[config.mk]
export PLATFORM = sky130hd
export DESIGN_NAME = register_memory_alu_executor
export DESIGN_NICKNAME = d
export VERILOG_FILES = /design/src/rmae_pkg.sv /design/src/rmae_ram.sv /design/src/rmae_ctrl.sv /design/src/rmae_dp.sv /design/src/register_memory_alu_executor.sv
export SDC_FILE = /design/constraint.sdc
export NUM_CORES = 2
export LEC_CHECK = 0
export ABC_CLOCK_PERIOD_IN_PS = 6200
export BUFFER_PORTS_ARGS = -buffer_cell sky130_fd_sc_hd__clkbuf_2
export CORE_MARGIN = 4
export CORE_UTILIZATION = 50
export CTS_CLUSTER_DIAMETER = 40
export DETAILED_ROUTE_END_ITERATION = 7
export MAX_ROUTING_LAYER = met4
export PLACE_DENSITY = 0.75
export SLEW_MARGIN = 10
export SYNTH_ARGS = -nofsm -noshare
export SYNTH_HDL_FRONTEND = slang
export SYNTH_HIERARCHICAL = 1
export SYNTH_SLANG_ARGS = --single-unit
[constraint.sdc]
create_clock -name clk -period 6.2 [get_ports clk]
set_input_delay 1.24 -clock clk [delete_from_list [all_inputs] [get_ports clk]]
set_output_delay 1.24 -clock clk [all_outputs]
set_load 0.005 [all_outputs]
[src/rmae_pkg.sv]
// ----------------------------------------------------------------------------
// rmae_pkg
// Shared codes and controller/datapath interface types of the executor.
// ----------------------------------------------------------------------------
package rmae_pkg;

  localparam int ACT_W    = 3;
  localparam int KIND_W   = 2;
  localparam int STATUS_W = 2;
  localparam int IDX_W    = 5;
  localparam int IMM_W    = 31;
  localparam int OUT_W    = 32;

  localparam logic [ACT_W-1:0] ACT_MOV = 3'd0;
  localparam logic [ACT_W-1:0] ACT_ADD = 3'd1;
  localparam logic [ACT_W-1:0] ACT_SUB = 3'd2;
  localparam logic [ACT_W-1:0] ACT_MUL = 3'd3;
  localparam logic [ACT_W-1:0] ACT_DIV = 3'd4;

  localparam logic [KIND_W-1:0] SRC_IMM = 2'd0;
  localparam logic [KIND_W-1:0] SRC_REG = 2'd1;
  localparam logic [KIND_W-1:0] SRC_MEM = 2'd2;

  localparam logic [STATUS_W-1:0] ST_DONE    = 2'd0;
  localparam logic [STATUS_W-1:0] ST_DIV0    = 2'd1;
  localparam logic [STATUS_W-1:0] ST_ILLEGAL = 2'd2;

  typedef struct packed {
    logic load;
    logic rd_dst;
    logic rd_src;
    logic cap_src;
    logic exec;
    logic step;
    logic commit;
    logic clear;
  } ctl_cmd_t;

  typedef struct packed {
    logic clear_last;
    logic need_iter;
    logic iter_last;
    logic out_busy;
  } ctl_stat_t;

endpackage

[src/rmae_ram.sv]
// ----------------------------------------------------------------------------
// rmae_ram
// Generic single-write, single-read RAM with registered read data.
// ----------------------------------------------------------------------------
module rmae_ram #(
  parameter int WIDTH = 32,
  parameter int DEPTH = 32
) (
  input  logic                     clk,
  input  logic                     we,
  input  logic [$clog2(DEPTH)-1:0] waddr,
  input  logic [WIDTH-1:0]         wdata,
  input  logic [$clog2(DEPTH)-1:0] raddr,
  output logic [WIDTH-1:0]         rdata
);

  logic [WIDTH-1:0] mem_r [DEPTH];
  logic [WIDTH-1:0] rdata_r;

  always_ff @(posedge clk) begin
    if (we) begin
      mem_r[waddr] <= wdata;
    end
    rdata_r <= mem_r[raddr];
  end

  assign rdata = rdata_r;

endmodule

[src/rmae_ctrl.sv]
// ----------------------------------------------------------------------------
// rmae_ctrl
// Sequencer: memory clear, operand reads, execute, iterate, write back.
// ----------------------------------------------------------------------------
module rmae_ctrl (
  input  logic                 clk,
  input  logic                 rst_n,
  input  logic                 in_valid,
  output logic                 in_stall,
  input  rmae_pkg::ctl_stat_t  stat,
  output rmae_pkg::ctl_cmd_t   cmd
);

  typedef enum logic [2:0] {
    S_CLEAR,
    S_IDLE,
    S_RD_DST,
    S_RD_SRC,
    S_CAP,
    S_EXEC,
    S_ITER,
    S_WB
  } state_t;

  state_t state_r, state_nxt;
  logic   in_stall_r;

  always_comb begin
    state_nxt = state_r;
    cmd       = '0;
    unique case (state_r)
      S_CLEAR: begin
        cmd.clear = 1'b1;
        if (stat.clear_last) begin
          state_nxt = S_IDLE;
        end
      end
      S_IDLE: begin
        if (in_valid && !in_stall_r) begin
          cmd.load  = 1'b1;
          state_nxt = S_RD_DST;
        end
      end
      S_RD_DST: begin
        cmd.rd_dst = 1'b1;
        state_nxt  = S_RD_SRC;
      end
      S_RD_SRC: begin
        cmd.rd_src = 1'b1;
        state_nxt  = S_CAP;
      end
      S_CAP: begin
        cmd.cap_src = 1'b1;
        state_nxt   = S_EXEC;
      end
      S_EXEC: begin
        cmd.exec  = 1'b1;
        state_nxt = stat.need_iter ? S_ITER : S_WB;
      end
      S_ITER: begin
        cmd.step = 1'b1;
        if (stat.iter_last) begin
          state_nxt = S_WB;
        end
      end
      S_WB: begin
        if (!stat.out_busy) begin
          cmd.commit = 1'b1;
          state_nxt  = S_IDLE;
        end
      end
      default: begin
        state_nxt = S_IDLE;
      end
    endcase
  end

  always_ff @(posedge clk) begin
    if (!rst_n) begin
      state_r    <= S_CLEAR;
      in_stall_r <= 1'b1;
    end else begin
      state_r    <= state_nxt;
      in_stall_r <= (state_nxt != S_IDLE);
    end
  end

  assign in_stall = in_stall_r;

  a_single_load: assert property (@(posedge clk) disable iff (!rst_n)
    cmd.load |=> !cmd.load && in_stall)
    else $error("transaction accepted while previous one in flight");

endmodule

[src/rmae_dp.sv]
// ----------------------------------------------------------------------------
// rmae_dp
// Datapath: register file, data memory, shift-add multiplier, restoring
// divider and result register.
// ----------------------------------------------------------------------------
module rmae_dp #(
  parameter int MEM_WORDS  = 32,
  parameter int NUM_REGS   = 6,
  parameter int DATA_WIDTH = 32
) (
  input  logic                                clk,
  input  logic                                rst_n,
  input  rmae_pkg::ctl_cmd_t                  cmd,
  output rmae_pkg::ctl_stat_t                 stat,
  input  logic [rmae_pkg::ACT_W-1:0]          in_action,
  input  logic                                in_dest_is_memory,
  input  logic [rmae_pkg::IDX_W-1:0]          in_dest_index,
  input  logic [rmae_pkg::KIND_W-1:0]         in_source_kind,
  input  logic [rmae_pkg::IDX_W-1:0]          in_source_index,
  input  logic [rmae_pkg::IMM_W-1:0]          in_immediate_value,
  input  logic                                out_stall,
  output logic                                out_valid,
  output logic [rmae_pkg::STATUS_W-1:0]       out_status,
  output logic [rmae_pkg::OUT_W-1:0]          out_value
);

  localparam int MEM_AW = $clog2(MEM_WORDS);
  localparam int REG_AW = (NUM_REGS > 1) ? $clog2(NUM_REGS) : 1;
  localparam int CNT_W  = $clog2(DATA_WIDTH);
  localparam int W      = DATA_WIDTH;

  function automatic logic [W-1:0] mag(input logic [W-1:0] v);
    mag = v[W-1] ? (~v + W'(1)) : v;
  endfunction

  logic [rmae_pkg::ACT_W-1:0]    action_r;
  logic                          dmem_r;
  logic [rmae_pkg::IDX_W-1:0]    didx_r;
  logic [rmae_pkg::KIND_W-1:0]   kind_r;
  logic [rmae_pkg::IDX_W-1:0]    sidx_r;
  logic [rmae_pkg::IMM_W-1:0]    imm_r;
  logic                          dst_ok_r;
  logic                          illegal_r;
  logic                          dst_ok;
  logic                          src_ok;
  logic                          illegal;

  logic [W-1:0]                  regs_r [NUM_REGS];
  logic [W-1:0]                  reg_rdata_r;
  logic [rmae_pkg::IDX_W-1:0]    rd_idx;
  logic [W-1:0]                  ram_rdata;
  logic                          ram_we;
  logic [MEM_AW-1:0]             ram_waddr;
  logic [W-1:0]                  ram_wdata;
  logic [MEM_AW-1:0]             clr_ptr_r;

  logic [W-1:0]                  old_r;
  logic [W-1:0]                  src_r;
  logic [W-1:0]                  res_r;
  logic [rmae_pkg::STATUS_W-1:0] status_r;

  logic [W-1:0]                  acc_r;
  logic [W-1:0]                  mcand_r;
  logic [W-1:0]                  mplr_r;
  logic [W:0]                    rem_r;
  logic [W-1:0]                  quo_r;
  logic [W-1:0]                  dvs_r;
  logic                          neg_r;
  logic [CNT_W-1:0]              cnt_r;
  logic [W:0]                    rem_shift;
  logic [W+1:0]                  rem_diff;

  logic [W-1:0]                  calc_val;
  logic [W-1:0]                  final_val;
  logic                          write_ok;

  logic                          out_valid_r;
  logic [rmae_pkg::STATUS_W-1:0] out_status_r;
  logic [rmae_pkg::OUT_W-1:0]    out_value_r;

  always_comb begin
    dst_ok = in_dest_is_memory ? (32'(in_dest_index) < MEM_WORDS)
                               : (32'(in_dest_index) < NUM_REGS);
    unique case (in_source_kind)
      rmae_pkg::SRC_IMM: src_ok = 1'b1;
      rmae_pkg::SRC_REG: src_ok = (32'(in_source_index) < NUM_REGS);
      rmae_pkg::SRC_MEM: src_ok = !in_dest_is_memory && (32'(in_source_index) < MEM_WORDS);
      default:           src_ok = 1'b0;
    endcase
    illegal = (in_action > rmae_pkg::ACT_DIV) || !dst_ok || !src_ok;
  end

  assign rd_idx    = cmd.rd_dst ? didx_r : sidx_r;
  assign rem_shift = {rem_r[W-1:0], quo_r[W-1]};
  assign rem_diff  = {1'b0, rem_shift} - {2'b00, dvs_r};

  always_comb begin
    unique case (action_r)
      rmae_pkg::ACT_MUL: calc_val = acc_r;
      rmae_pkg::ACT_DIV: calc_val = neg_r ? (~quo_r + W'(1)) : quo_r;
      default:           calc_val = res_r;
    endcase
    write_ok  = (status_r == rmae_pkg::ST_DONE);
    final_val = write_ok ? calc_val : old_r;
  end

  assign ram_we    = cmd.clear || (cmd.commit && write_ok && dmem_r);
  assign ram_waddr = cmd.clear ? clr_ptr_r : MEM_AW'(didx_r);
  assign ram_wdata = cmd.clear ? '0 : calc_val;

  rmae_ram #(
    .WIDTH (W),
    .DEPTH (MEM_WORDS)
  ) u_mem (
    .clk   (clk),
    .we    (ram_we),
    .waddr (ram_waddr),
    .wdata (ram_wdata),
    .raddr (MEM_AW'(rd_idx)),
    .rdata (ram_rdata)
  );

  always_ff @(posedge clk) begin
    if (cmd.load) begin
      action_r  <= in_action;
      dmem_r    <= in_dest_is_memory;
      didx_r    <= in_dest_index;
      kind_r    <= in_source_kind;
      sidx_r    <= in_source_index;
      imm_r     <= in_immediate_value;
      dst_ok_r  <= dst_ok;
      illegal_r <= illegal;
    end
    if (cmd.rd_dst || cmd.rd_src) begin
      reg_rdata_r <= (32'(rd_idx) < NUM_REGS) ? regs_r[REG_AW'(rd_idx)] : '0;
    end
    if (cmd.rd_src) begin
      old_r <= !dst_ok_r ? '0 : (dmem_r ? ram_rdata : reg_rdata_r);
    end
    if (cmd.cap_src) begin
      unique case (kind_r)
        rmae_pkg::SRC_IMM: src_r <= W'(imm_r);
        rmae_pkg::SRC_REG: src_r <= reg_rdata_r;
        rmae_pkg::SRC_MEM: src_r <= ram_rdata;
        default:           src_r <= '0;
      endcase
    end
    if (cmd.exec) begin
      priority if (illegal_r) begin
        status_r <= rmae_pkg::ST_ILLEGAL;
      end else if (action_r == rmae_pkg::ACT_DIV && src_r == '0) begin
        status_r <= rmae_pkg::ST_DIV0;
      end else begin
        status_r <= rmae_pkg::ST_DONE;
      end
      unique case (action_r)
        rmae_pkg::ACT_ADD: res_r <= old_r + src_r;
        rmae_pkg::ACT_SUB: res_r <= old_r - src_r;
        default:           res_r <= src_r;
      endcase
      acc_r   <= '0;
      mcand_r <= old_r;
      mplr_r  <= src_r;
      rem_r   <= '0;
      quo_r   <= mag(old_r);
      dvs_r   <= mag(src_r);
      neg_r   <= old_r[W-1] ^ src_r[W-1];
      cnt_r   <= '0;
    end
    if (cmd.step) begin
      if (mplr_r[0]) begin
        acc_r <= acc_r + mcand_r;
      end
      mcand_r <= mcand_r << 1;
      mplr_r  <= mplr_r >> 1;
      if (!rem_diff[W+1]) begin
        rem_r <= rem_diff[W:0];
        quo_r <= {quo_r[W-2:0], 1'b1};
      end else begin
        rem_r <= rem_shift;
        quo_r <= {quo_r[W-2:0], 1'b0};
      end
      cnt_r <= cnt_r + CNT_W'(1);
    end
    if (cmd.commit) begin
      out_status_r <= status_r;
      out_value_r  <= rmae_pkg::OUT_W'(final_val);
    end
  end

  always_ff @(posedge clk) begin
    if (!rst_n) begin
      out_valid_r <= 1'b0;
      clr_ptr_r   <= '0;
      for (int i = 0; i < NUM_REGS; i++) begin
        regs_r[i] <= '0;
      end
    end else begin
      if (cmd.commit) begin
        out_valid_r <= 1'b1;
      end else if (!out_stall) begin
        out_valid_r <= 1'b0;
      end
      if (cmd.clear) begin
        clr_ptr_r <= clr_ptr_r + MEM_AW'(1);
      end
      if (cmd.commit && write_ok && !dmem_r) begin
        regs_r[REG_AW'(didx_r)] <= calc_val;
      end
    end
  end

  always_comb begin
    stat.clear_last = (clr_ptr_r == MEM_AW'(MEM_WORDS - 1));
    stat.need_iter  = !illegal_r &&
                      (action_r == rmae_pkg::ACT_MUL ||
                       (action_r == rmae_pkg::ACT_DIV && src_r != '0));
    stat.iter_last  = (cnt_r == CNT_W'(W - 1));
    stat.out_busy   = out_valid_r && out_stall;
  end

  assign out_valid  = out_valid_r;
  assign out_status = out_status_r;
  assign out_value  = out_value_r;

  a_rise_on_commit: assert property (@(posedge clk) disable iff (!rst_n)
    $rose(out_valid_r) |-> $past(cmd.commit))
    else $error("result valid without commit");

  a_no_overwrite: assert property (@(posedge clk) disable iff (!rst_n)
    cmd.commit |-> !(out_valid_r && out_stall))
    else $error("pending result overwritten");

  a_clear_excl: assert property (@(posedge clk) disable iff (!rst_n)
    !(cmd.clear && (cmd.commit || cmd.load)))
    else $error("transaction activity during memory clear");

  a_div0_only_div: assert property (@(posedge clk) disable iff (!rst_n)
    (cmd.commit && status_r == rmae_pkg::ST_DIV0) |-> (action_r == rmae_pkg::ACT_DIV))
    else $error("divide-by-zero status on non-divide");

endmodule

[src/register_memory_alu_executor.sv]
// ----------------------------------------------------------------------------
// register_memory_alu_executor
// Executes one decoded two-operand instruction (move, add, subtract,
// multiply, signed divide) on a register file and a data memory.
// Input channel in_*: one instruction per transaction; result channel out_*:
//   one status and written value per transaction. Both transfer when valid
//   is high and stall is low.
// Sequence: each instruction passes the destination read, source read,
//   capture, execute and write-back states before out_valid rises; a legal
//   multiply or nonzero divide also iterates between execute and write
//   back in the one-bit-per-cycle shift-add multiplier and restoring
//   divider. One instruction is in work at a time and the next is taken
//   the cycle after write back.
// Reset: registers clear at once; the data memory is then cleared one
//   word per cycle, all MEM_WORDS words, with in_stall held high.
// Receiver stall: the result waits in the output register; a following
//   instruction still executes but holds at write back until the pending
//   result is taken.
// ----------------------------------------------------------------------------
module register_memory_alu_executor #(
  parameter int MEM_WORDS  = 32,
  parameter int NUM_REGS   = 6,
  parameter int DATA_WIDTH = 32
) (
  input  logic                                clk,
  input  logic                                rst_n,
  input  logic                                in_valid,
  output logic                                in_stall,
  input  logic [rmae_pkg::ACT_W-1:0]          in_action,
  input  logic                                in_dest_is_memory,
  input  logic [rmae_pkg::IDX_W-1:0]          in_dest_index,
  input  logic [rmae_pkg::KIND_W-1:0]         in_source_kind,
  input  logic [rmae_pkg::IDX_W-1:0]          in_source_index,
  input  logic [rmae_pkg::IMM_W-1:0]          in_immediate_value,
  output logic                                out_valid,
  input  logic                                out_stall,
  output logic [rmae_pkg::STATUS_W-1:0]       out_status,
  output logic signed [rmae_pkg::OUT_W-1:0]   out_written_value
);

  rmae_pkg::ctl_cmd_t         cmd;
  rmae_pkg::ctl_stat_t        stat;
  logic [rmae_pkg::OUT_W-1:0] value;

  rmae_ctrl u_ctrl (
    .clk      (clk),
    .rst_n    (rst_n),
    .in_valid (in_valid),
    .in_stall (in_stall),
    .stat     (stat),
    .cmd      (cmd)
  );

  rmae_dp #(
    .MEM_WORDS  (MEM_WORDS),
    .NUM_REGS   (NUM_REGS),
    .DATA_WIDTH (DATA_WIDTH)
  ) u_dp (
    .clk                (clk),
    .rst_n              (rst_n),
    .cmd                (cmd),
    .stat               (stat),
    .in_action          (in_action),
    .in_dest_is_memory  (in_dest_is_memory),
    .in_dest_index      (in_dest_index),
    .in_source_kind     (in_source_kind),
    .in_source_index    (in_source_index),
    .in_immediate_value (in_immediate_value),
    .out_stall          (out_stall),
    .out_valid          (out_valid),
    .out_status         (out_status),
    .out_value          (value)
  );

  assign out_written_value = value;

endmodule
## Word level (Yosys, flattened, before mapping)

Memory sizes are Yosys's and may differ from the RTL's. A register that Yosys moved wholly into a read port is not among the register bits.
Index checks and enable logic that the tools add are counted.

- RAM bits: 1,216
- Bits in registers: 389
- Memories: 2
- Output and inout bits: 36

- Muxes and demuxes: 56
- Eq/ne operators: 19
- Bitwise operators: 4
- $lt $le $gt $ge: 4
- Reduce and logical (&&, ||, !) cells: 28
- Add/subtract/negate cells: 9

Memory list:

| name | depth | bits a word | rd ports | clocked after Yosys merged registers in | wr ports | line | text |
|---|---|---|---|---|---|---|---|
| u_dp.u_mem.mem_r | 32 | 32 | 1 | 1 | 1 | rmae_ram.sv:17 | `logic [WIDTH-1:0] mem_r [DEPTH];` |
| u_dp.regs_r | 6 | 32 | 1 | 1 | 6 | rmae_dp.sv:48 | `logic [W-1:0] regs_r [NUM_REGS];` |

Operators with widths:

| kind | number |
|---|---|
| two-way mux 32 bit | 16 |
| one-hot mux 32 bit (2 select lines) | 2 |
| adder 32 x 1 -> 32 bit (second input constant) | 3 |
| NOT 32 bit | 3 |
| one-hot mux 32 bit (3 select lines) | 1 |
| two-way mux 31 bit | 3 |
| adder 32 bit | 2 |
| subtractor 33 x 32 -> 34 bit | 1 |
| zero test 32 bit | 1 |
| nonzero test 32 bit | 1 |
| OR reduction 32 bit | 1 |
| subtractor 32 bit | 1 |
| one-hot mux 3 bit (8 select lines) | 1 |
| two-way mux 1 bit | 23 |
| two-way mux 5 bit | 4 |
| equality test 3 bit (second input constant) | 5 |
| less-than comparator 5 x 3 -> 1 bit (second input constant) | 3 |
| two-way mux 3 bit | 5 |
| equality test 3 x 2 -> 1 bit (second input constant) | 4 |
| adder 5 x 1 -> 5 bit (second input constant) | 2 |
| equality test 5 bit (second input constant) | 2 |
| logical AND 1 bit | 8 |
| zero test 1 bit | 7 |
| equality test 3 x 1 -> 1 bit (second input constant) | 2 |
| 11 further kinds | 19 |

## Depth between registers and ports, before layout

- Depth in word-level cells: 10
- Mapped depth: 21

## Hierarchy

Netlist, hierarchy kept.

By module, submodules not included:

| module | cells an instance | instances | area each (um2) | sequential area each (um2) |
|---|---|---|---|---|
| rmae_ram | 2,260 | 1 | 40,485.1 | 31,390.1 |
| rmae_dp | 2,975 | 1 | 32,583.8 | 17,887.2 |
| rmae_ctrl | 36 | 1 | 309.0 | 80.1 |

## Worst setup path after synthesis

Ideal clock, no wire load.

- Path type: register to register
- Start point: register u_ctrl.state_r[2]
- End point: register u_dp.cnt_r[0], enable pin
- Stages on the path, launching flop included: 6
- Arrival: 5.505 ns
- Setup slack: 0.260 ns
- Data required time: 5.765 ns
- Library setup time: 0.435 ns
- Path buffers: 2
- Cell sequence: dfxtp_1 buf_6 inv_1 nor2_1 clkbuf_1 or2_2

RTL lines:

| element | line | text |
|---|---|---|
| from (decl) | rmae_ctrl.sv:25 | `state_t state_r, state_nxt;` |
| from (signal assigned) | rmae_ctrl.sv:83 | `state_r <= state_nxt;` |
| to (signal assigned) | rmae_dp.sv:183 | `cnt_r <= cnt_r + CNT_W'(1);` |
| to (decl) | rmae_dp.sv:69 | `logic [CNT_W-1:0] cnt_r;` |

## Worst setup path in the final report

- Start point: register u_dp.src_r[0]
- End point: register u_dp.res_r[31] (data pin)

- Longest elaborated chain between the ends: 2

RTL lines:

| element | line | text |
|---|---|---|
| from (decl) | rmae_dp.sv:58 | `logic [W-1:0] src_r;` |
| from (signal assigned) | rmae_dp.sv:142 | `rmae_pkg::SRC_IMM: src_r <= W'(imm_r);` |
| from (signal assigned) | rmae_dp.sv:143 | `rmae_pkg::SRC_REG: src_r <= reg_rdata_r;` |
| from (signal assigned) | rmae_dp.sv:144 | `rmae_pkg::SRC_MEM: src_r <= ram_rdata;` |
| subtractor 32 bit or adder 32 bit (tied branches) | rmae_dp.sv:158, rmae_dp.sv:157 |  |
| one-hot mux 32 bit (2 select lines) * | rmae_dp.sv:156 | `unique case (action_r)` |
| to (signal assigned) | rmae_dp.sv:157 | `rmae_pkg::ACT_ADD: res_r <= old_r + src_r;` |
| to (signal assigned) | rmae_dp.sv:158 | `rmae_pkg::ACT_SUB: res_r <= old_r - src_r;` |
| to (signal assigned) | rmae_dp.sv:159 | `default: res_r <= src_r;` |
| to (decl) | rmae_dp.sv:59 | `logic [W-1:0] res_r;` |

Mark *: on every way between the ends. The rest lies on a longest branch, timed or not.
A chain may end at the register's enable or synchronous reset.

==> flow_summary.json <==
{
  "cts_buffers": 183,
  "grt_pass1_wl_um": 291000,
  "fin_worst_skew_ns": 0.0437,
  "vdd.ir_drop.worst_mv": 0.289,
  "detailedRoute.firstIterationViolations": 5248,
  "setup_repair_after_global_routing_missed_its_margin": "no",
  "cts_tree": "yes",
  "crit_path_frequent_cell": "nor2_1",
  "cts_setup_buffers": 0,
  "setup_total_negative_slack_ns": 0,
  "floorplan.die.height_um": 391,
  "timing_worst_slew_pin_value_ns": 1.43,
  "ys_ff_latch": 1669,
  "ctsHtreeMaxLevel": 4,
  "netlist_instances": 5271,
  "final_min_period_over_clock_period": 0.800,
  "dp_cells": 7113,
  "max_cap_violations": 0,
  "worst_hold_path_type": "reg -> reg",
  "netlist-cell-type-count": 77,
  "cp.buffers_inverters": 2,
  "buffers_from_clock_root_to_sink_at_most": 3,
  "first_global_vias": 43992,
  "yosysWarningCount": 6,
  "global_route.usage.met2": 0.412,
  "post-route-worst-setup-slack_ns": 1.24,
  "worst-path-max-fanout": 8,
  "endpoint_kind": "flop",
  "wl_um": 201000,
  "routed_via_density": 6.16,
  "num_rows": 140,
  "critPathLaunchType": "flop",
  "power.static_leakage_nw": 30.0,
  "clk_latency_ns": 0.83,
  "area_growth_syn_to_layout_pct": 13.2,
  "ios": 87,
  "syn-mean-instance-area_um2": 13.9,
  "drt_drc_violations_left": 0,
  "layout_common_cells": "1593 x edfxtp_1, 611 x mux2i_1, 429 x nand2_1",
  "wl_per_cell_um": 27.0,
  "worst_setup_hold_path_clk_slew_ns": 0.06,
  "number_of_antenna_violations_at_the_first_check_in_global_routing": 10,
  "start_util": 0.503,
  "drv_slew": 0,
  "dp_slack_ns": 1.27,
  "ys.flop_type": "edfxtp_1",
  "design.die.area_mm2": 0.153,
  "clock_sink_count": 1669,
  "coreArea_mm2": 0.146,
  "outcome": "finished clean",
  "ys_seq_area_frac": 0.673,
  "max_slew_margin": 0.0478,
  "power-per-cell-area_mw_per_mm2": 288,
  "timing.final.crit_period_ns": 4.96,
  "share_of_final_layout_standard_cells_stronger_than_drive_strength_1": 0.132,
  "via_count": 45943,
  "globalplace.congestion": 0.979,
  "grt.met3_usage": 0.0610,
  "final_non_filler_cell_total": 7459,
  "maximum_number_of_pins_on_one_net_before_global_route_repair": 141,
  "syn-num-nets": 5426,
  "nNetsFinal": 5536,
  "timing.critical_path.slowest_cell_delay_ns": 0.49,
  "hold_buffers": 0,
  "die_w_um": 391,
  "synth-edff-count": 1593,
  "post_synthesis_cell_area_mm2": 0.0734,
  "worstPathCellList": "inv_1, ha_1, nor3b_1, buf_4, nand4_1, nor2_1, nand2_1, or3_1, or2_2, nor3_1, nor2_1, xnor2_1, ha_1, a21o_1, a21oi_1, nor2_1, a31oi_1, o31ai_1, o22ai_1, mux2i_1, xnor2_1",
  "timing.critical_path.required_ns": 6.73,
  "gr-usage-all-layers": 0.266,
  "crit_family": "simple AND/OR/NAND/NOR gates",
  "slowest_stage": "edfxtp_1",
  "detailedPlacementHpwl_um": 127000,
  "post_drt_antenna_nets": 0,
  "synth-async-reset-ratio": 0,
  "grt_busiest_layer": "met2",
  "setup_viol_count_final": 0,
  "max_freq_ghz": 0.202,
  "timing_worst_setup_path_type": "reg -> reg",
  "firstDrtPassIters": 8,
  "cts_resized": 0,
  "clockRootBuffer": "clkbuf_16",
  "mostFrequentLayoutCell": "edfxtp_1",
  "fin_hold_ws_ns": 0.499,
  "globalRouteOverflowTotal": 0,
  "use_met1": 0.339,
  "timing_hold_violations_final": 0,
  "worstPathArrival_ns": 5.50,
  "fillCellCount": 11238,
  "place.port_buffers": 86
}
cell usage after synthesis (27+ instances only):
cell	count	area [um^2]
a221oi_1	32	280
a22oi_1	97	728
buf_2	27	135
clkbuf_1	209	785
xnor2_1	76	666
a21oi_1	267	1340
a21o_1	51	383
o21ai_0	204	1020
nand3b_1	40	300
mux4_2	32	721
or3_1	28	175
o31ai_1	37	278
ha_1	101	1260
nand3_1	119	596
mux2_2	38	428
dfxtp_1	76	1520
a22o_1	72	631
mux2i_1	613	6140
nand2_1	430	1610
xor2_1	131	1150
nand2b_1	49	307
nor2_1	390	1460
a31oi_1	47	294
buf_4	34	255
nor2b_1	79	494
inv_1	92	345
edfxtp_1	1593	47800
nor3_1	58	290
final timing paths:
path,slack (ns),to,cells after the start,startpoint
worst max register to register,1.24,u_dp/res_r[31]$_DFFE_PP_,21,u_dp/src_r[0]$_DFFE_PP_
worst min register to register,0.50,u_dp/status_r[1]$_SDFFCE_PP1P_,0,u_dp/illegal_r$_DFFE_PP_
worst max-delay path,1.24,u_dp/res_r[31]$_DFFE_PP_,21,u_dp/src_r[0]$_DFFE_PP_
worst min-delay path,0.50,u_dp/status_r[1]$_SDFFCE_PP1P_,0,u_dp/illegal_r$_DFFE_PP_
logic make-up after synthesis:
family / after synthesis / share of synthesized area
flops: 1669 / 0.673
xor+xnor: 207 / 0.0247
buf+inv: 398 / 0.0244
simple gates: 1297 / 0.0814
mux: 683 / 0.0993
fa+ha+maj: 104 / 0.0180
compound gates: 913 / 0.0795
flip-flops by register name, indices dropped and copies added (netlist names), 31 cells and up:
register	cells
u_dp/regs_r	192
u_dp/mcand_r	32
u_dp/rem_r	32
u_dp/old_r	32
u_dp/imm_r	31
u_dp/res_r	32
u_dp/mplr_r	32
u_dp/u_mem/mem_r	1024
u_dp/quo_r	32
u_dp/out_value	32
u_dp/reg_rdata_r	32
u_dp/acc_r	32
u_dp/dvs_r	32
u_dp/src_r	32
u_dp/u_mem/rdata	32
power by group:
part | leakage [nW] | internal (W) | switching [W]
Sequential | 15.4 | 0.0123 | 0.0000375
Combinational | 11.5 | 0.0000805 | 0.000199
Clock | 3.08 | 0.00671 | 0.00458
Total | 30.0 | 0.0191 | 0.00481
stage by stage:
stage | utilization | power, W | cell area [um^2]
after floorplan | - | 0.0127 | 73400
after global placement | 0.526 | 0.0129 | 76600
after detailed placement | 0.526 | 0.0129 | 76600
after CTS | 0.570 | 0.0241 | 83000
after global routing | 0.570 | 0.0246 | 83100
final | 0.570 | 0.0239 | 83100
metal layers:
metal / vias to the layer above / wire length (um)
li1: 20117 / -
met1: 22937 / 76300
met2: 2397 / 94500
met3: 492 / 20700
met4: 0 / 9700
met5: - / 0
worst register-to-register path, cell delays in order (launching register included):
cell,delay [ns]
edfxtp_1,0.49
inv_1,0.13
ha_1,0.19
nor3b_1,0.20
buf_4,0.17
nand4_1,0.21
nor2_1,0.17
nand2_1,0.15
or3_1,0.42
or2_2,0.33
nor3_1,0.36
nor2_1,0.10
xnor2_1,0.14
ha_1,0.44
a21o_1,0.23
a21oi_1,0.19
nor2_1,0.06
a31oi_1,0.14
o31ai_1,0.11
o22ai_1,0.17
mux2i_1,0.23
xnor2_1,0.08
cell type report:
cell class	count	area [um^2]	share of cell area
tap	1917	2400	0.0289
antenna	4	10.0	0.000120
inverter	92	353	0.00425
clock buffer	231	4960	0.0597
timing repair buffer	231	1790	0.0216
multi-input combinational	3204	22800	0.274
sequential	1669	49400	0.594
clock inverter	111	1430	0.0172
(Power assumes the default switching activity.)
